==> src/rtl/blpm_pkg.sv <==
// Shared types and constants for the banded peak level meter.
package blpm_pkg;

  // Sample and level widths
  localparam int SAMPLE_W = 16;
  localparam int LEVEL_W  = 16;
  localparam int WEIGHT_W = 16;
  localparam int INDEX_W  = 4;

  // Shared multiplier operand and accumulator widths
  localparam int MUL_W = 17;
  localparam int ACC_W = 33;

  // Q1.16 unity and full-scale level
  localparam logic [MUL_W-1:0]   ONE_Q16   = 17'h10000;
  localparam logic [LEVEL_W-1:0] LEVEL_MAX = 16'd32768;

  // Register reset values
  localparam logic [WEIGHT_W-1:0] KEEP_RESET  = 16'd39322;
  localparam logic [WEIGHT_W-1:0] DECAY_RESET = 16'd58982;

  // Configuration port
  localparam int PADDR_W = 3;
  localparam int PDATA_W = 32;
  localparam logic REG_KEEP  = 1'b0;
  localparam logic REG_DECAY = 1'b1;

  // Operation codes
  localparam logic OP_SAMPLE = 1'b0;
  localparam logic OP_DECAY  = 1'b1;

  // Sequencer states
  typedef enum logic [2:0] {
    ST_IDLE,
    ST_PEAK,
    ST_READ,
    ST_MUL0,
    ST_MUL1,
    ST_WRITE
  } state_t;

  // Control of the shared multiply-accumulate unit
  typedef struct packed {
    logic en;
    logic clear;
  } mac_ctl_t;

endpackage

==> src/rtl/blpm_level_ram.sv <==
// Bar level memory with per-entry valid bits that read as zero until written.
module blpm_level_ram import blpm_pkg::*; #(
  parameter int BAR_COUNT = 16,
  parameter int BAR_W     = 4
) (
  input  logic               clk,
  input  logic               rst,
  input  logic               rd,
  input  logic               we,
  input  logic [BAR_W-1:0]   addr,
  input  logic [LEVEL_W-1:0] wdata,
  output logic [LEVEL_W-1:0] rdata
);

  logic [LEVEL_W-1:0] mem [BAR_COUNT];
  logic [BAR_COUNT-1:0] vld;
  logic [LEVEL_W-1:0] rdata_q;
  logic hit_q;

  // Write port
  always_ff @(posedge clk) begin
    if (we) begin
      mem[addr] <= wdata;
    end
  end

  // Valid bits, cleared at reset
  always_ff @(posedge clk) begin
    if (rst) begin
      vld <= '0;
    end else if (we) begin
      vld[addr] <= 1'b1;
    end
  end

  // Registered read port
  always_ff @(posedge clk) begin
    if (rd) begin
      rdata_q <= mem[addr];
      hit_q   <= vld[addr];
    end
  end

  // An entry never written reads as zero
  assign rdata = hit_q ? rdata_q : '0;

endmodule

==> src/rtl/blpm_mac.sv <==
// Shared 17x17 multiply-accumulate unit.
module blpm_mac import blpm_pkg::*; (
  input  logic             clk,
  input  mac_ctl_t         ctl,
  input  logic [MUL_W-1:0] a,
  input  logic [MUL_W-1:0] b,
  output logic [ACC_W-1:0] acc
);

  logic [2*MUL_W-1:0] prod;

  assign prod = a * b;

  // Accumulate, or restart from the new product
  always_ff @(posedge clk) begin
    if (ctl.en) begin
      acc <= (ctl.clear ? '0 : acc) + ACC_W'(prod);
    end
  end

endmodule

==> src/rtl/blpm_seq.sv <==
// Sequencer: peak tracking, group counting, blend and decay steps, result register.
module blpm_seq import blpm_pkg::*; #(
  parameter int BAR_COUNT       = 16,
  parameter int SAMPLES_PER_BAR = 256,
  parameter int BAR_W           = 4,
  parameter int POS_W           = 9
) (
  input  logic                 clk,
  input  logic                 rst,
  input  logic                 in_valid,
  output logic                 in_ready,
  input  logic                 operation,
  input  logic signed [SAMPLE_W-1:0] sample,
  output logic                 out_valid,
  input  logic                 out_ready,
  output logic [INDEX_W-1:0]   bar_index,
  output logic [LEVEL_W-1:0]   level,
  output logic                 last_bar,
  input  logic [WEIGHT_W-1:0]  keep_weight,
  input  logic [WEIGHT_W-1:0]  decay_factor,
  output logic                 ram_rd,
  output logic                 ram_we,
  output logic [BAR_W-1:0]     ram_addr,
  output logic [LEVEL_W-1:0]   ram_wdata,
  input  logic [LEVEL_W-1:0]   ram_rdata,
  output mac_ctl_t             mac_ctl,
  output logic [MUL_W-1:0]     mac_a,
  output logic [MUL_W-1:0]     mac_b,
  input  logic [ACC_W-1:0]     mac_acc
);

  localparam int IDX_W = (BAR_W > INDEX_W) ? BAR_W : INDEX_W;
  localparam logic [BAR_W-1:0] BAR_LAST = BAR_W'(BAR_COUNT - 1);
  localparam logic [POS_W-1:0] POS_LAST = POS_W'(SAMPLES_PER_BAR - 1);

  state_t state, state_next;
  logic op_q, op_q_next;
  logic signed [SAMPLE_W-1:0] sample_q, sample_q_next;
  logic [LEVEL_W-1:0] peak, peak_next;
  logic [POS_W-1:0] pos, pos_next;
  logic [BAR_W-1:0] cur_bar, cur_bar_next;
  logic [BAR_W-1:0] ptr, ptr_next;
  logic out_valid_next;
  logic [BAR_W-1:0] bar_out, bar_out_next;
  logic [LEVEL_W-1:0] level_out, level_out_next;
  logic last_out, last_out_next;

  logic [LEVEL_W-1:0] mag;
  logic [LEVEL_W-1:0] new_level;
  logic [IDX_W-1:0] bar_wide;
  logic group_end;
  logic ptr_last;
  logic out_free;

  // Magnitude of the held sample; the most negative code maps to full scale
  assign mag = sample_q[SAMPLE_W-1] ? (LEVEL_W'(0) - $unsigned(sample_q))
                                    : $unsigned(sample_q);
  assign new_level = mac_acc[LEVEL_W+15:16];
  assign group_end = (pos == POS_LAST);
  assign ptr_last  = (ptr == BAR_LAST);
  assign out_free  = !out_valid || out_ready;

  assign ram_addr  = ptr;
  assign ram_wdata = new_level;

  // State register
  always_ff @(posedge clk) begin
    if (rst) begin
      state <= ST_IDLE;
    end else begin
      state <= state_next;
    end
  end

  // Control and data registers
  always_ff @(posedge clk) begin
    if (rst) begin
      peak      <= '0;
      pos       <= '0;
      cur_bar   <= '0;
      out_valid <= 1'b0;
    end else begin
      peak      <= peak_next;
      pos       <= pos_next;
      cur_bar   <= cur_bar_next;
      out_valid <= out_valid_next;
    end
  end

  always_ff @(posedge clk) begin
    op_q      <= op_q_next;
    sample_q  <= sample_q_next;
    ptr       <= ptr_next;
    bar_out   <= bar_out_next;
    level_out <= level_out_next;
    last_out  <= last_out_next;
  end

  // Next state and outputs
  always_comb begin
    state_next     = state;
    op_q_next      = op_q;
    sample_q_next  = sample_q;
    peak_next      = peak;
    pos_next       = pos;
    cur_bar_next   = cur_bar;
    ptr_next       = ptr;
    out_valid_next = out_valid && !out_ready;
    bar_out_next   = bar_out;
    level_out_next = level_out;
    last_out_next  = last_out;
    in_ready       = 1'b0;
    ram_rd         = 1'b0;
    ram_we         = 1'b0;
    mac_ctl        = '0;
    mac_a          = {1'b0, ram_rdata};
    mac_b          = {1'b0, keep_weight};
    case (state)
      ST_IDLE: begin
        // Take the next transaction
        in_ready = 1'b1;
        if (in_valid) begin
          op_q_next     = operation;
          sample_q_next = sample;
          if (operation == OP_DECAY) begin
            ptr_next   = '0;
            state_next = ST_READ;
          end else begin
            state_next = ST_PEAK;
          end
        end
      end
      ST_PEAK: begin
        // Track the peak and advance the group position
        if (mag > peak) begin
          peak_next = mag;
        end
        if (group_end) begin
          ptr_next   = cur_bar;
          state_next = ST_READ;
        end else begin
          pos_next   = pos + POS_W'(1);
          state_next = ST_IDLE;
        end
      end
      ST_READ: begin
        ram_rd     = 1'b1;
        state_next = ST_MUL0;
      end
      ST_MUL0: begin
        // Old level times keep weight or decay factor
        mac_ctl.en    = 1'b1;
        mac_ctl.clear = 1'b1;
        mac_a         = {1'b0, ram_rdata};
        if (op_q == OP_DECAY) begin
          mac_b      = {1'b0, decay_factor};
          state_next = ST_WRITE;
        end else begin
          mac_b      = {1'b0, keep_weight};
          state_next = ST_MUL1;
        end
      end
      ST_MUL1: begin
        // Add peak times the complement of the keep weight
        mac_ctl.en    = 1'b1;
        mac_ctl.clear = 1'b0;
        mac_a         = {1'b0, peak};
        mac_b         = ONE_Q16 - {1'b0, keep_weight};
        state_next    = ST_WRITE;
      end
      ST_WRITE: begin
        // Store the new level and hand it to the result register
        if (out_free) begin
          ram_we         = 1'b1;
          out_valid_next = 1'b1;
          bar_out_next   = ptr;
          level_out_next = new_level;
          last_out_next  = ptr_last;
          if ((op_q == OP_DECAY) && !ptr_last) begin
            ptr_next   = ptr + BAR_W'(1);
            state_next = ST_READ;
          end else begin
            pos_next   = '0;
            peak_next  = '0;
            if (op_q == OP_SAMPLE) begin
              cur_bar_next = (cur_bar == BAR_LAST) ? '0 : cur_bar + BAR_W'(1);
            end
            state_next = ST_IDLE;
          end
        end
      end
      default: begin
        state_next = ST_IDLE;
      end
    endcase
  end

  assign bar_wide  = IDX_W'(bar_out);
  assign bar_index = bar_wide[INDEX_W-1:0];
  assign level     = level_out;
  assign last_bar  = last_out;

  // Smoothed levels never pass full scale
  a_level_range: assert property (@(posedge clk) disable iff (rst)
    out_valid |-> (level <= LEVEL_MAX))
    else $error("level above full scale");

  // The block is busy right after taking a transaction
  a_busy_after_accept: assert property (@(posedge clk) disable iff (rst)
    (in_valid && in_ready) |=> !in_ready)
    else $error("input taken on back-to-back cycles");

  // The current bar stays inside the bar range
  a_bar_range: assert property (@(posedge clk) disable iff (rst)
    cur_bar <= BAR_LAST)
    else $error("current bar out of range");

  // The group position stays inside the group
  a_pos_range: assert property (@(posedge clk) disable iff (rst)
    pos <= POS_LAST)
    else $error("group position out of range");

  // A free result register is loaded from the write step
  a_write_loads: assert property (@(posedge clk) disable iff (rst)
    (state == ST_WRITE && !out_valid) |=> out_valid)
    else $error("result lost in write step");

endmodule

==> src/rtl/banded_peak_level_meter.sv <==
// Top level of the banded peak level meter: register port and unit wiring.
//
// Usage:
//   Input channel (in_valid/in_ready): operation 0 carries a signed 16-bit
//   sample; operation 1 is an idle decay tick. Samples are grouped into runs
//   of SAMPLES_PER_BAR; the end of each run blends its peak into the next bar
//   in turn and emits one result. A decay tick scales all BAR_COUNT levels by
//   decay_factor and emits them in bar order, last_bar set on the final one.
//   Output channel (out_valid/out_ready): bar_index, level, last_bar.
//   Flow: one transaction is in work at a time. A sample inside a run
//   passes the idle and peak steps; a run end then reads, multiplies twice
//   and writes; a decay tick reads, multiplies and writes each bar. The pace
//   is set by the single shared 17x17 MAC unit and the one-port level memory.
//   A stalled receiver holds the sequencer in its write step; no result is
//   dropped. Reset clears all levels (via valid bits, no clearing pass), the
//   peak, the run position and the bar pointer, and loads keep_weight=39322
//   and decay_factor=58982. Registers (APB): keep_weight at 0x0,
//   decay_factor at 0x4; write them only while the block is idle.
module banded_peak_level_meter import blpm_pkg::*; #(
  parameter int BAR_COUNT       = 16,
  parameter int SAMPLES_PER_BAR = 256
) (
  input  logic                       clk,
  input  logic                       rst,
  input  logic                       psel,
  input  logic                       penable,
  input  logic                       pwrite,
  input  logic [PADDR_W-1:0]         paddr,
  input  logic [PDATA_W-1:0]         pwdata,
  output logic [PDATA_W-1:0]         prdata,
  output logic                       pready,
  input  logic                       in_valid,
  output logic                       in_ready,
  input  logic                       operation,
  input  logic signed [SAMPLE_W-1:0] sample,
  output logic                       out_valid,
  input  logic                       out_ready,
  output logic [INDEX_W-1:0]         bar_index,
  output logic [LEVEL_W-1:0]         level,
  output logic                       last_bar
);

  localparam int BAR_W = $clog2(BAR_COUNT);
  localparam int POS_W = $clog2(SAMPLES_PER_BAR + 1);

  logic [WEIGHT_W-1:0] keep_weight;
  logic [WEIGHT_W-1:0] decay_factor;
  logic cfg_write;

  logic ram_rd;
  logic ram_we;
  logic [BAR_W-1:0] ram_addr;
  logic [LEVEL_W-1:0] ram_wdata;
  logic [LEVEL_W-1:0] ram_rdata;
  mac_ctl_t mac_ctl;
  logic [MUL_W-1:0] mac_a;
  logic [MUL_W-1:0] mac_b;
  logic [ACC_W-1:0] mac_acc;

  // Register port
  assign pready    = 1'b1;
  assign cfg_write = psel && penable && pwrite && pready;

  always_ff @(posedge clk) begin
    if (rst) begin
      keep_weight  <= KEEP_RESET;
      decay_factor <= DECAY_RESET;
    end else if (cfg_write) begin
      if (paddr[2] == REG_KEEP) begin
        keep_weight <= pwdata[WEIGHT_W-1:0];
      end else begin
        decay_factor <= pwdata[WEIGHT_W-1:0];
      end
    end
  end

  assign prdata = (paddr[2] == REG_DECAY) ? PDATA_W'(decay_factor)
                                          : PDATA_W'(keep_weight);

  blpm_level_ram #(
    .BAR_COUNT (BAR_COUNT),
    .BAR_W     (BAR_W)
  ) u_ram (
    .clk   (clk),
    .rst   (rst),
    .rd    (ram_rd),
    .we    (ram_we),
    .addr  (ram_addr),
    .wdata (ram_wdata),
    .rdata (ram_rdata)
  );

  blpm_mac u_mac (
    .clk (clk),
    .ctl (mac_ctl),
    .a   (mac_a),
    .b   (mac_b),
    .acc (mac_acc)
  );

  blpm_seq #(
    .BAR_COUNT       (BAR_COUNT),
    .SAMPLES_PER_BAR (SAMPLES_PER_BAR),
    .BAR_W           (BAR_W),
    .POS_W           (POS_W)
  ) u_seq (
    .clk          (clk),
    .rst          (rst),
    .in_valid     (in_valid),
    .in_ready     (in_ready),
    .operation    (operation),
    .sample       (sample),
    .out_valid    (out_valid),
    .out_ready    (out_ready),
    .bar_index    (bar_index),
    .level        (level),
    .last_bar     (last_bar),
    .keep_weight  (keep_weight),
    .decay_factor (decay_factor),
    .ram_rd       (ram_rd),
    .ram_we       (ram_we),
    .ram_addr     (ram_addr),
    .ram_wdata    (ram_wdata),
    .ram_rdata    (ram_rdata),
    .mac_ctl      (mac_ctl),
    .mac_a        (mac_a),
    .mac_b        (mac_b),
    .mac_acc      (mac_acc)
  );

endmodule
==> config.mk <==
export PLATFORM = sky130hd
export DESIGN_NAME = banded_peak_level_meter
export DESIGN_NICKNAME = d
export VERILOG_FILES = /design/src/rtl/blpm_pkg.sv /design/src/rtl/blpm_level_ram.sv /design/src/rtl/blpm_mac.sv /design/src/rtl/blpm_seq.sv /design/src/rtl/banded_peak_level_meter.sv
export SDC_FILE = /design/constraint.sdc
export NUM_CORES = 1
export LEC_CHECK = 0
export ABC_AREA = 1
export BUFFER_PORTS_ARGS = -buffer_cell sky130_fd_sc_hd__clkbuf_2
export CORE_MARGIN = 5
export CORE_UTILIZATION = 30
export CTS_CLUSTER_DIAMETER = 100
export DETAILED_ROUTE_END_ITERATION = 6
export GPL_TIMING_DRIVEN = 0
export HOLD_SLACK_MARGIN = 0.15
export SETUP_SLACK_MARGIN = 0.05
export SLEW_MARGIN = 25
export SYNTH_ARGS = -nofsm -noshare
export SYNTH_HDL_FRONTEND = slang
export SYNTH_SLANG_ARGS = --single-unit
==> constraint.sdc <==
create_clock -name clk -period 5.9 [get_ports clk]
set_input_delay 1.18 -clock clk [delete_from_list [all_inputs] [get_ports clk]]
set_output_delay 1.18 -clock clk [all_outputs]
set_load 0.005 [all_outputs]
Word-level counts from Yosys, hierarchy flattened
Memories as Yosys holds them, arrays and structs flattened. A register that Yosys moved wholly into a read port is not among the register bits.
Index checks and enable logic that the tools add are counted.

storage, ports and cells
  memories kept = 1
  input port bits = 59
  register bits = 157
  memory bits (writable) = 256
  output and inout port bits = 56
  logic and storage cells = 110

cells by class
  bitwise operators = 4
  $lt $le $gt $ge = 3
  multiplexer cells = 42
  equal/unequal tests = 16
  $add $sub $neg = 6
  reductions and logical operators = 21
  multiply operators = 1

memories
  memory     depth  bits a word  rd ports  clocked after Yosys merged registers in  write ports  RTL line              source
  u_ram.mem  16     16           1         1                                        1            blpm_level_ram.sv:15  logic [LEVEL_W-1:0] mem [BAR_COUNT];

operators with widths
  kind                                                                      count
  16-bit two-way mux                                                        8
  17-bit one-hot mux with 2 select lines                                    1
  33-bit adder                                                              1
  17-bit by 17-bit multiplier with 33-bit output                            1
  33-bit two-way mux                                                        1
  16-bit one-hot mux with 2 select lines                                    1
  9-bit two-way mux                                                         3
  4-bit two-way mux                                                         6
  3-bit one-hot mux with 6 select lines                                     1
  9-bit one-hot mux with 2 select lines                                     1
  17-bit by 16-bit subtractor with 17-bit output (first input constant)     1
  16-bit > comparator                                                       1
  16-bit bitwise OR                                                         1
  1-bit by 16-bit subtractor with 16-bit output (first input constant)      1
  4-bit one-hot mux with 3 select lines                                     1
  4-bit AND reduction                                                       3
  1-bit two-way mux                                                         11
  2-bit AND reduction                                                       5
  9-bit by 1-bit adder with 9-bit output (second input constant)            1
  9-bit by 8-bit equality test with 1-bit output (second input constant)    1
  4-bit by 1-bit adder with 4-bit output (second input constant)            2
  4-bit equality test (second input constant)                               2
  2-bit by 1-bit inequality test with 1-bit output (second input constant)  4
  2-bit inequality test (second input constant)                             4
  other kinds (18)                                                          31

Longest topological paths before layout
Gate-level depths: netlist of the first run.

  depth after elaboration = 6
  depth in mapped cells = 35
  depth with buffers taken out = 35

Cells and area by module
Synthesis of the first run repeated with hierarchy kept, for this count alone.

unflattened totals
  cell total of the unflattened synthesis = 3772
  area total of the unflattened synthesis = 31131.1 sq um

modules (own cells, without submodules)
  module                   instances  seq. area each (sq um)  cells an instance  area each (sq um)
  blpm_mac                 1          991.0                   1685               12573.3
  blpm_level_ram           1          8518.2                  1216               12064.1
  blpm_seq                 1          1921.8                  626                4834.6
  banded_peak_level_meter  1          640.6                   245                1659.1

Worst setup path before layout of the first run
OpenSTA, ideal clock, no wires.

  path type = register to register
  start = reg u_seq.state[2]
  end = reg u_mac.acc[20] (data pin)
  setup time = 0.256 ns
  data required time = 5.644 ns
  arrival = 5.957 ns
  buffers on the path = 2
  stages on the path, launching flop included = 30
  setup slack = -0.314 ns
  clock period less this slack = 6.214 ns
  cell sequence = dfxtp_1 inv_2 nand3_2 buf_4 nand2_2 buf_6 o22ai_1 inv_1 nand2_2 inv_1 nand2_1 fa_1 fa_1 inv_1 fa_1 inv_1 fa_1 inv_1 fa_1 inv_1 fa_1 inv_1 ha_1 a21oi_1 o21ai_0 a21boi_0 o21ai_0 and2_1 o21bai_1 nand2_1

between the ends
  cells in the longest elaborated chain, start to end = 4
  elaborated cells on any way between the ends = 8
  those cells by class = add/sub: 1; mul: 1; eq/ne: 2; mux: 4

RTL lines
  what                                                                                   RTL line                        source
  start: declaration                                                                     blpm_seq.sv:36                  state_t state, state_next;
  start signal: assignment                                                               blpm_seq.sv:71                  state <= state_next;
  3-bit equality test or 3-bit by 2-bit equality test with 1-bit output (tied branches)  blpm_seq.sv:118                 case (state)
  17-bit one-hot mux with 2 select lines (tied with other cells)                         blpm_seq.sv:118
  17-bit by 17-bit multiplier with 33-bit output or 33-bit two-way mux (tied branches)   blpm_mac.sv:12, blpm_mac.sv:17
  33-bit adder *                                                                         blpm_mac.sv:17                  acc <= (ctl.clear ? '0 : acc) + ACC_W'(prod);
  end signal: assignment                                                                 blpm_mac.sv:17
  end: declaration                                                                       blpm_mac.sv:7                   output logic [ACC_W-1:0] acc

Mark *: on every way between the ends. The rest lies on a longest branch, timed or not.
A chain may end at the register's enable or synchronous reset.

Worst setup path after layout of the first run
  start = reg keep_weight[4]
  end = reg u_mac.acc[20] (data pin)

between the ends
  cells in the longest elaborated chain, start to end = 4
  elaborated cells on any way between the ends = 5
  those cells by class = add/sub: 2; mul: 1; mux: 2

RTL lines
  what                                                                                  RTL line                          source
  start: declaration                                                                    banded_peak_level_meter.sv:46     logic [WEIGHT_W-1:0] keep_weight;
  start signal: assignment                                                              banded_peak_level_meter.sv:70     keep_weight <= pwdata[WEIGHT_W-1:0];
  17-bit by 16-bit subtractor with 17-bit output or 16-bit two-way mux (tied branches)  blpm_seq.sv:168, blpm_seq.sv:155
  17-bit one-hot mux with 2 select lines *                                              blpm_seq.sv:118
  17-bit by 17-bit multiplier with 33-bit output *                                      blpm_mac.sv:12                    assign prod = a * b;
  33-bit adder *                                                                        blpm_mac.sv:17

Marks and branches as above.

==> results of run 1 <==
==> what timing repair did <==
action	CTS	global route
pin swaps	127	79
cloned	2	0
hold endpoints to repair	0	0
endpoints found under the setup margin	24	24
hold buffers	0	0
resized for setup	255	137
buffers inserted	98	28
==> worst min-delay path, stage by stage (launching register included) <==
cell,delay (ns)
dfxtp_1,0.32
nor2_1,0.05
nor2_1,0.07
==> metrics by stage <==
| step | utilization [%] | hold slack, ns |
|---|---|---|
| 2_1_floorplan | - | 0.435 |
| 3_3_place_gp | 32.7 | 0.446 |
| 3_5_place_dp | 33.0 | 0.454 |
| 4_1_cts | 36.6 | 0.467 |
| 5_1_grt | 37.3 | 0.507 |
| 6_report | 37.3 | 0.466 |
==> layout make-up <==
cell class                      instances  area [um2]
Buffer                                121         744
Clock buffer                           62        1250
Clock inverter                         25         270
Fill cell                            9177       58400
Inverter                              470        1860
Multi-Input combinational cell       1979       15200
Sequential cell                       428       12100
Tap cell                             1254        1570
Timing Repair Buffer                  219        1780
==> power by group <==
part	total [mW]	leakage, nW	internal, mW	switching (mW)
Combinational	15.0	9.84	6.34	8.68
Clock	2.93	0.726	1.62	1.31
Sequential	4.21	3.80	3.91	0.300
==> logic make-up (layout without fill, tap and decap cells) <==
| family | count (synthesis) | in the layout | synth area share, % |
|---|---|---|---|
| AND/OR/NAND/NOR | 1111 | 1111 | 16.3 |
| buffers and inverters | 592 | 897 | 8.46 |
| AO/OA/AOI/OAI | 453 | 453 | 8.97 |
| flip-flops | 428 | 428 | 42.8 |
| adder cells (fa/ha/maj) | 360 | 360 | 22.3 |
| XOR/XNOR | 38 | 38 | 1.18 |
| other | 2 | 17 | 0.0267 |
==> layer usage <==
metal | vias to the layer above | global-route usage [%] | part of all wire [%]
met5 | - | 0 | 0
met4 | 0 | 6.23 | 4.0
met3 | 180 | 3.25 | 8.6
met2 | 988 | 26.9 | 44
met1 | 11000 | 25.0 | 43
li1 | 10200 | - | -
==> worst min-delay path by stage <==
stage	end	slack [ns]	cells after the start
6_report	u_ram.vld[9]$_SDFFE_PP0P_	0.47	2
5_1_grt	u_ram.vld[7]$_SDFFE_PP0P_	0.51	2
3_3_place_gp	u_ram.vld[13]$_SDFFE_PP0P_	0.45	2
3_5_place_dp	u_ram.vld[9]$_SDFFE_PP0P_	0.45	2
2_1_floorplan	u_ram.vld[1]$_SDFFE_PP0P_	0.43	2
4_1_cts	u_ram.vld[9]$_SDFFE_PP0P_	0.47	2
==> registers in the layout (all words and copies together) (netlist names) <==
register	flops
u_seq.out_valid	1
decay_factor	16
u_seq.level	16
u_ram.hit_q	1
u_seq.peak	16
u_ram.rdata_q	16
u_seq.last_bar	1
u_seq.pos	9
keep_weight	16
u_seq.ram_addr	4
u_seq.op_q	1
u_mac.acc	32
u_seq.cur_bar	4
u_ram.vld	16
u_seq.bar_index	4
u_seq.state	3
u_ram.mem	256
u_seq.sample_q	16
==> cells in the final DEF, fill, tap and decap left out, drive strengths merged, types with 3 or more instances in the layout <==
cell / n
o21bai: 5
nand3b: 4
o21a: 4
a21o: 5
clkinvlp: 6
ha: 122
xnor2: 12
edfxtp: 347
o22ai: 70
conb: 17
o21ai: 256
nand3: 102
or2: 3
nor4: 3
inv: 467
fa: 238
nand4: 32
a31oi: 5
nor3: 17
a21oi: 91
a211oi: 3
o211ai: 4
nand2: 481
dfxtp: 81
xor2: 26
clkinv: 20
clkbuf: 189
a21boi: 5
nor2: 466
buf: 211
==> Yosys cell counts, drive strengths merged <==
cell type | instances | area [um2]
o311ai | 1 | 8.76
xor2 | 26 | 228
o21bai | 5 | 37.5
clkinv | 3 | 12.5
o211ai | 4 | 30.0
buf | 72 | 425
conb | 2 | 7.51
o22ai | 70 | 438
or3 | 1 | 6.26
o21ai | 256 | 1350
a22o | 1 | 8.76
or2 | 3 | 18.8
dfxtp | 81 | 1620
o221ai | 1 | 8.76
a21boi | 5 | 37.5
nand2 | 481 | 1850
ha | 122 | 1530
inv | 467 | 1760
edfxtp | 347 | 10400
nand3 | 102 | 521
a21o | 5 | 37.5
clkbuf | 50 | 188
xnor2 | 12 | 105
nor3 | 17 | 96.4
a31oi | 5 | 31.3
and2 | 2 | 12.5
nand3b | 4 | 30.0
o31ai | 1 | 7.51
a211oi | 3 | 22.5
fa | 238 | 4760
a221oi | 1 | 8.76
nand4 | 32 | 221
nor4 | 3 | 18.8
o21a | 4 | 30.0
nor2 | 466 | 1810
a21oi | 91 | 467
==> results.ini, run 1 <==
[layout]
fin_cells = 4558
synthToLayoutAreaGrowth_pct = 23.5
n_antenna_cell = 0
drive_gt1_share_pct = 21.2
final_area_mm2 = 0.0348
layout.nets = 3686

[logic_synthesis]
yosysUniqueCellTypes = 56
yosysWarnings = 0
netlist_instances = 2984
ys_ff_latch = 428
netlist_area_mm2 = 0.0282
syn_avg_cell_area_um2 = 9.44
ys_seq_area_share_pct = 42.8

[route]
wl_per_cell_um = 19.6
viasPerCell = 4.91
drt_wl_total_um = 89400
num_vias = 22400
antenna_left = 0
drtIter0Drc = 2060
post-route-drc-count = 0
drt_pass1_iterations = 6

[critical_path]
critical_path_buf_inv_count = 9
cpPeakStageDelay_ns = 0.54
ff2ff_path_depth = 31
ff2ff_setup_slack_ns = -0.58
path_delay_family = adder cells
path_class = reg -> reg
worst_path_max_delay_cell = fa_1
worstReg2RegEnd = u_mac.acc[20]$_DFFE_PN_
cp_data_arrival_time_ns = 6.82
setup.worst_path.end_class = register
cp-endpoint = u_mac.acc[20]$_DFFE_PN_
reg2reg_from = keep_weight[4]$_SDFFE_PP1P_
worstPathRequired_ns = 6.24
cp_max_fo = 6
crit_path_frequent_cell = fa_1
cp-startpoint = keep_weight[4]$_SDFFE_PP1P_
start_kind = register
worst-path-stages = 31

[sta]
rsz0062_at_grt = yes
finClkSkew_ns = 0.0428
setup_violations = 21
finalWorstSetupSlack_ns = -0.582
fin_crit_sh_pct = 110
slew-limit-headroom_pct = 26.9
min_period_ns = 6.48
final_max_slew_viol_count = 0
tightestPinTransition_ns = 1.10
tns_ns = -9.39
hold_viol = 0
max_freq_mhz = 154

[run]
max-cap-violations = 0

[clocking]
h-tree-depth = 2
clk_pin_slew_ns = 0.06
cts_tree = built
clk_latency_ns = 0.62
cts_made_buffers = 48
cts_num_sinks = 428
clk_path_buf_depth = 3
cts_root_buffer = clkbuf_16

[status]
violations = setup timing
status = finished, violations left

[floorplanning]
std_cell_rows = 112
chipWidth_um = 316
io_pins = 115
start_util_pct = 30.2
core_area_mm2 = 0.0932
dieArea_mm2 = 0.100
dieHeight_um = 316

[placed_design]
dpl_cell_area_mm2 = 0.0307
dpl_worst_slack_ns = -1.49
dp_cells = 4345
place_congestion = 0.924
io_buffers = 78
dp_hpwl_um = 65100

[hold_path]
hold_class = reg -> reg
min-delay-start = u_ram.vld[9]$_SDFFE_PP0P_

[global_route]
grt_pass1_wl_um = 135000
track_usage_pct = 17.6
grt_start_max_net_pins = 25
grt-ovfl-total = 0
grt_pass1_vias = 22200
antenna_found_initial = 0

[pwr]
leakage_nw = 14.4
peakVddDrop_v = 0.000959
power_mw = 22.2
power.density_mw_per_mm2 = 637

Power figures use the tool's default switching activity.
==> inputs of run 2 (changes only) <==
Settings changed: MAX_ROUTING_LAYER set to met4.
==> results.ini, run 2 (same netlist as run 1, synthesis figures left out) <==
[route]
drt_wl_total_um = 90100  ; was 89400 um
post-route-drc-count = 0  ; unchanged
antenna_left = 0  ; unchanged
num_vias = 22600  ; was 22.4k
drtIter0Drc = 2271  ; was 2060
drt_pass1_iterations = 5  ; was 6
wl_per_cell_um = 19.6  ; about the same
viasPerCell = 4.92  ; was 4.91

[hold_path]
hold_class = reg -> reg  ; unchanged
whs_endpoint = u_ram.vld[13]$_SDFFE_PP0P_  ; was u_ram.vld[9]$_SDFFE_PP0P_
min-delay-start = u_ram.vld[13]$_SDFFE_PP0P_  ; was u_ram.vld[9]$_SDFFE_PP0P_
hold-path-cell-count = 2  ; unchanged

[floorplanning]
io_pins = 115  ; unchanged
dieHeight_um = 316  ; unchanged
std_cell_rows = 112  ; unchanged
core_area_mm2 = 0.0932  ; unchanged
dieArea_mm2 = 0.100  ; unchanged
chipWidth_um = 316  ; unchanged
start_util_pct = 30.2  ; unchanged

[pwr]
peakVddDrop_v = 0.00109  ; was 0.000959 V
seqPwrFrac_pct = 18.0  ; was 19.0%
combPwrFrac_pct = 68.2  ; was 67.8%
leakage_nw = 14.6  ; was 14.4 nW
switching_power_mw = 10.6  ; was 10.3 mW
power.density_mw_per_mm2 = 661  ; was 637 mW/mm2
intPower_mw = 12.8  ; was 11.9 mW
clkPwrFrac_pct = 13.7  ; was 13.2%
p_sw_share_pct = 45.2  ; was 46.4%

[sta]
finalWorstSetupSlack_ns = -0.490  ; was -0.582 ns
finClkSkew_ns = 0.0508  ; was 0.0428 ns
min_period_ns = 6.39  ; was 6.48 ns
final_max_slew_viol_count = 0  ; unchanged
slew-limit-headroom_pct = 30.3  ; was 26.9%
tightestPinTransition_ns = 1.05  ; was 1.10 ns
setup_violations = 20  ; was 21
fin_crit_sh_pct = 108  ; was 110%
max_freq_mhz = 156  ; was 154 MHz
rsz0062_at_grt = yes  ; unchanged
hold_viol = 0  ; unchanged

[layout]
layout.nets = 3715  ; was 3686
largest_reg_flops = 256  ; unchanged
top_regs = u_ram.mem: 256 flops, u_mac.acc: 32 flops  ; unchanged
final_common_cell = nand2_1  ; unchanged
drive_gt1_share_pct = 22.2  ; was 21.2%
final_area_mm2 = 0.0354  ; was 0.0348 mm2
final_cell_mix = 420 x nand2_1, 403 x inv_1, 393 x nor2_1  ; was 420 x nand2_1, 409 x inv_1, 395 x nor2_1
top_register = u_ram.mem  ; unchanged
synthToLayoutAreaGrowth_pct = 25.6  ; was 23.5%
fin_util_pct = 37.9  ; was 37.3%

[global_route]
antenna_found_initial = 1  ; was 0
grt-ovfl-total = 0  ; unchanged
grt_start_max_net_pins = 25  ; unchanged
grt_pass1_wl_um = 136000  ; was 135000 um
track_usage_pct = 18.1  ; was 17.6%
grt_pass1_vias = 22400  ; was 22.2k

[status]
violations = setup timing  ; unchanged
status = finished, violations left  ; unchanged

[critical_path]
start_kind = register  ; unchanged
cp_data_arrival_time_ns = 6.76  ; was 6.82 ns
ff2ff_path_depth = 28  ; was 31
worstReg2RegEnd = u_mac.acc[21]$_DFFE_PN_  ; was u_mac.acc[20]$_DFFE_PN_
worst_path_max_delay_cell = fa_1  ; unchanged
cp_max_fo = 6  ; unchanged
crit_path_frequent_cell = fa_1  ; unchanged
ff2ff_setup_slack_ns = -0.49  ; was -0.58 ns
reg2reg_from = u_seq.state[0]$_SDFFE_PP0P_  ; was keep_weight[4]$_SDFFE_PP1P_
path_class = reg -> reg  ; unchanged
cpPeakStageDelay_ns = 0.62  ; was 0.54 ns
setup.worst_path.end_class = register  ; unchanged
worstPathRequired_ns = 6.27  ; was 6.24 ns

[placed_design]
dpl_cell_area_mm2 = 0.0307  ; about the same
io_buffers = 78  ; unchanged
place_congestion = 0.944  ; was 0.924
dp_hpwl_um = 64900  ; was 65100 um

[clocking]
ctsHoldBuffers = 0  ; unchanged
clk_pin_slew_ns = 0.06  ; about the same
clk_latency_ns = 0.62  ; about the same
cts_root_buffer = clkbuf_16  ; unchanged
cts_tree = built  ; unchanged
cts_num_sinks = 428  ; unchanged
cts_made_buffers = 48  ; unchanged
h-tree-depth = 2  ; unchanged
clk_path_buf_depth = 3  ; unchanged

[run]
max-cap-violations = 0  ; unchanged

## run 2: cell type report
type	count	area, um2
fillers	9061	57800
multi-input cells	1979	15300
flip-flops and latches	428	12100
repair buffers	248	2020
inverters	470	1900
well taps	1254	1570
clock buffers	59	1260
plain buffers	121	762
clock inverters	30	432
diodes	1	2.50
## run 2: power by group through the flow
stage	sequential [mW]	clock (mW)	combinational, mW
2_1_floorplan	4.08	0	7.28
3_3_place_gp	4.26	0	10.1
3_5_place_dp	4.26	0	10.0
4_1_cts	4.21	3.27	14.1
5_1_grt	4.23	3.39	17.3
6_report	4.21	3.21	16.0
## run 2: repair_timing
| item | CTS | global route |
|---|---|---|
| cloned | 3 | 1 |
| buffers inserted | 99 | 57 |
| resized for setup | 309 | 117 |
| pin swaps | 113 | 93 |
| endpoints found under the setup margin | 24 | 24 |
## run 2: worst max path at each step
stage,from,endpoint,slack [ns],depth (start not counted)
after floorplan,keep_weight[1]$_SDFFE_PP1P_,u_mac.acc[20]$_DFFE_PN_,0.04,27
after global placement,u_seq.state[1]$_SDFFE_PP0P_,u_mac.acc[31]$_DFFE_PN_,-1.75,25
after detailed placement,u_seq.op_q$_DFFE_PP_,u_mac.acc[31]$_DFFE_PN_,-1.61,28
after CTS,keep_weight[1]$_SDFFE_PP1P_,u_mac.acc[24]$_DFFE_PN_,-0.50,28
after global routing,keep_weight[1]$_SDFFE_PP1P_,u_mac.acc[31]$_DFFE_PN_,-0.72,34
final,u_seq.state[0]$_SDFFE_PP0P_,u_mac.acc[21]$_DFFE_PN_,-0.49,28
## run 2: metal layers
metal  routed length [um]  GRT usage, %  up-vias
li1                     -             -    10300
met5                    0             -        -
met1                38800          24.8    11100
met3                 7530          3.22      199
met4                 3040          5.14        0
met2                40700          27.8      954
## run 2: critical path, delay by kind of cell (launching register included)
kind | cells | cell delay [ns]
AOI/OAI and AO/OA | 6 | 0.74
xor gates and xnor gates | 1 | 0.17
adders and majority gates | 7 | 3.47
buffers and inverters | 9 | 0.83
DFF | 1 | 0.36
and+or+nand+nor | 5 | 0.53
## run 2: stage by stage
stage	hold WS (ns)	power (mW)	setup TNS, ns	setup slack (ns)	std cells
after CTS	0.469	21.6	-6.88	-0.503	4533
after global routing	0.487	24.9	-12.11	-0.723	4590
after global placement	0.446	14.4	-27.92	-1.75	4331
after detailed placement	0.452	14.3	-26.29	-1.61	4343
final	0.467	23.4	-8.11	-0.490	4590
after floorplan	0.435	11.4	0	0.0429	2999
==> inputs of run 3 (changes only) <==
Settings changed: BUFFER_PORTS_ARGS -buffer_cell sky130_fd_sc_hd__clkbuf_2 to -buffer_cell sky130_fd_sc_hd__buf_2, CORE_ASPECT_RATIO set to 0.8, SLEW_MARGIN 25 to 0.
==> results.ini, run 3 (same netlist as run 1, synthesis figures left out) <==
[status]
status = finished, violations left  ; unchanged
violations = DRC, setup timing  ; was setup timing

[critical_path]
worstReg2RegEnd = u_mac.acc[21]$_DFFE_PN_  ; unchanged
cp_data_arrival_time_ns = 6.89  ; was 6.76 ns
ff2ff_path_depth = 27  ; was 28
start_kind = register  ; unchanged
reg2reg_from = keep_weight[1]$_SDFFE_PP1P_  ; was u_seq.state[0]$_SDFFE_PP0P_
ff2ff_setup_slack_ns = -0.67  ; was -0.49 ns
cp_max_fo = 5  ; was 6
path_class = reg -> reg  ; unchanged
setup.worst_path.end_class = register  ; unchanged
worstPathRequired_ns = 6.22  ; was 6.27 ns

[clocking]
cts_num_sinks = 428  ; unchanged
cts_root_buffer = clkbuf_16  ; unchanged
clk_path_buf_depth = 3  ; unchanged
ctsHoldBuffers = 0  ; unchanged
h-tree-depth = 2  ; unchanged
cts_tree = built  ; unchanged
clk_latency_ns = 0.59  ; was 0.62 ns
cts_made_buffers = 46  ; was 48
clk_pin_slew_ns = 0.06  ; about the same

[floorplanning]
dieArea_mm2 = 0.100  ; about the same
std_cell_rows = 100  ; was 112
core_area_mm2 = 0.0931  ; was 0.0932 mm2
io_pins = 115  ; unchanged
chipWidth_um = 353  ; was 316 um
start_util_pct = 30.2  ; about the same
dieHeight_um = 284  ; was 316 um

[layout]
final_cell_mix = 424 x nand2_1, 405 x inv_1, 397 x nor2_1  ; was 420 x nand2_1, 403 x inv_1, 393 x nor2_1
top_register = u_ram.mem  ; unchanged
top_regs = u_ram.mem: 256 flops, u_mac.acc: 32 flops  ; unchanged
final_common_cell = nand2_1  ; unchanged
synthToLayoutAreaGrowth_pct = 24.8  ; was 25.6%
fill_cells = 9128  ; was 9061
fin_cells = 4541  ; was 4590
largest_reg_flops = 256  ; unchanged
layout.nets = 3696  ; was 3715
drive_gt1_share_pct = 21.6  ; was 22.2%

[global_route]
use_met2_pct = 26.5  ; was 27.8%
grtUsageMet1_pct = 25.6  ; was 24.8%
top_usage_layer = met2  ; unchanged
grtUsageMet3_pct = 3.64  ; was 3.22%
antenna_found_initial = 0  ; was 1
grt_pass1_wl_um = 136000  ; about the same
grt_pass1_vias = 22100  ; was 22.4k
track_usage_pct = 18.0  ; was 18.1%
grt-ovfl-total = 0  ; unchanged
grt_start_max_net_pins = 25  ; unchanged

[route]
post-route-drc-count = 6  ; was 0
drt_wl_total_um = 89900  ; was 90100 um
drt_pass1_iterations = 7  ; was 5
drtIter0Drc = 2634  ; was 2271
num_vias = 22500  ; was 22.6k
viasPerCell = 4.97  ; was 4.92
antenna_left = 0  ; unchanged
wl_per_cell_um = 19.8  ; was 19.6 um

[sta]
slew-limit-headroom_pct = 25.0  ; was 30.3%
fin_crit_sh_pct = 111  ; was 108%
tightestPinTransition_ns = 1.13  ; was 1.05 ns
min_period_ns = 6.57  ; was 6.39 ns
hold_viol = 0  ; unchanged
final_max_slew_viol_count = 0  ; unchanged
whs_ns = 0.470  ; was 0.467 ns
max_freq_mhz = 152  ; was 156 MHz
rsz0062_at_grt = yes  ; unchanged
finClkSkew_ns = 0.0329  ; was 0.0508 ns
finalWorstSetupSlack_ns = -0.673  ; was -0.490 ns
tns_ns = -10.16  ; was -8.11 ns
setup_violations = 21  ; was 20

[placed_design]
dp_cells = 4319  ; was 4343
dpl_worst_slack_ns = -1.81  ; was -1.61 ns
place_congestion = 0.922  ; was 0.944
io_buffers = 78  ; unchanged
dp_hpwl_um = 65300  ; was 64900 um

[run]
max-cap-violations = 0  ; unchanged

[hold_path]
hold_class = reg -> reg  ; unchanged
whs_endpoint = u_ram.vld[1]$_SDFFE_PP0P_  ; was u_ram.vld[13]$_SDFFE_PP0P_
hold-path-cell-count = 2  ; unchanged
min-delay-start = u_ram.vld[1]$_SDFFE_PP0P_  ; was u_ram.vld[13]$_SDFFE_PP0P_

[pwr]
power.density_mw_per_mm2 = 646  ; was 661 mW/mm2
leakage_nw = 14.5  ; was 14.6 nW
power_mw = 22.7  ; was 23.4 mW
peakVddDrop_v = 0.000890  ; was 0.00109 V

## run 3: cell count changes in the layout (fill, tap and decap cells not counted), moves of 5 or more
| cell | change |
|---|---|
| clkbuf_2 | -78 |
| buf_2 | +77 |
| buf_4 | -36 |
| buf_6 | +13 |
| buf_8 | +10 |
| inv_6 | +5 |
| nand2_2 | -5 |
| nand3_1 | +5 |
| nor2_4 | -5 |
## run 3: worst max-delay path, stage by stage (launching register included)
cell      delay (ns)
dfxtp_2         0.33
inv_4           0.09
buf_12          0.11
nand4_4         0.11
nor3_4          0.30
nand2_2         0.11
xor2_2          0.17
a21oi_4         0.25
buf_6           0.16
buf_6           0.10
nand2_4         0.04
fa_1            0.52
inv_2           0.04
fa_1            0.48
fa_2            0.64
fa_2            0.46
fa_1            0.57
inv_2           0.05
fa_1            0.52
inv_2           0.05
ha_4            0.28
a21oi_4         0.21
buf_4           0.14
o21ai_2         0.05
o21bai_4        0.19
a21oi_2         0.10
nand2_1         0.10
xor2_1          0.15
## run 3: metal layers
metal,part of all wire (%),routed length (um)
met5,0,0
met1,45,40100
met4,2.4,2130
met3,9.6,8660
met2,43,39000
## run 3: where the power goes
| group | switching [mW] | internal, mW |
|---|---|---|
| clock | 1.26 | 1.87 |
| sequential | 0.306 | 3.91 |
| combinational | 8.96 | 6.41 |
| total | 10.5 | 12.2 |
## run 3: stage by stage
stage	util [%]	cell area, um2
global placement	32.7	30500
floorplan	-	28500
detailed placement	33.1	30800
global route	37.7	35100
CTS	36.8	34300
finish	37.7	35100
## run 3: worst max-delay path by stage
| stage | from | endpoint | slack [ns] |
|---|---|---|---|
| global route | keep_weight[0]$_SDFFE_PP0P_ | u_mac.acc[21]$_DFFE_PN_ | -0.87 |
| detailed placement | u_seq.state[1]$_SDFFE_PP0P_ | u_mac.acc[31]$_DFFE_PN_ | -1.81 |
| floorplan | keep_weight[1]$_SDFFE_PP1P_ | u_mac.acc[20]$_DFFE_PN_ | 0.04 |
| CTS | keep_weight[1]$_SDFFE_PP1P_ | u_mac.acc[31]$_DFFE_PN_ | -0.50 |
| finish | keep_weight[1]$_SDFFE_PP1P_ | u_mac.acc[21]$_DFFE_PN_ | -0.67 |
| global placement | u_seq.state[1]$_SDFFE_PP0P_ | u_mac.acc[31]$_DFFE_PN_ | -1.94 |
## run 3: repair_timing
| item | in CTS | in global routing |
|---|---|---|
| pin swaps | 84 | 85 |
| gates resized for setup | 260 | 168 |
| cloned | 4 | 0 |
| setup endpoints to repair | 24 | 24 |
| setup buffers | 100 | 31 |
## run 3: cell type report
cell class	count	area [um2]	share of cell area [%]
clock inverters	31	414	1.18
multi-input cells	1979	15300	43.5
inverters	470	1850	5.27
plain buffers	121	778	2.22
repair buffers	231	1960	5.57
clock buffers	55	1240	3.52
flip-flops and latches	428	12100	34.3
diodes	2	5.00	0.0142
well taps	1224	1530	4.36
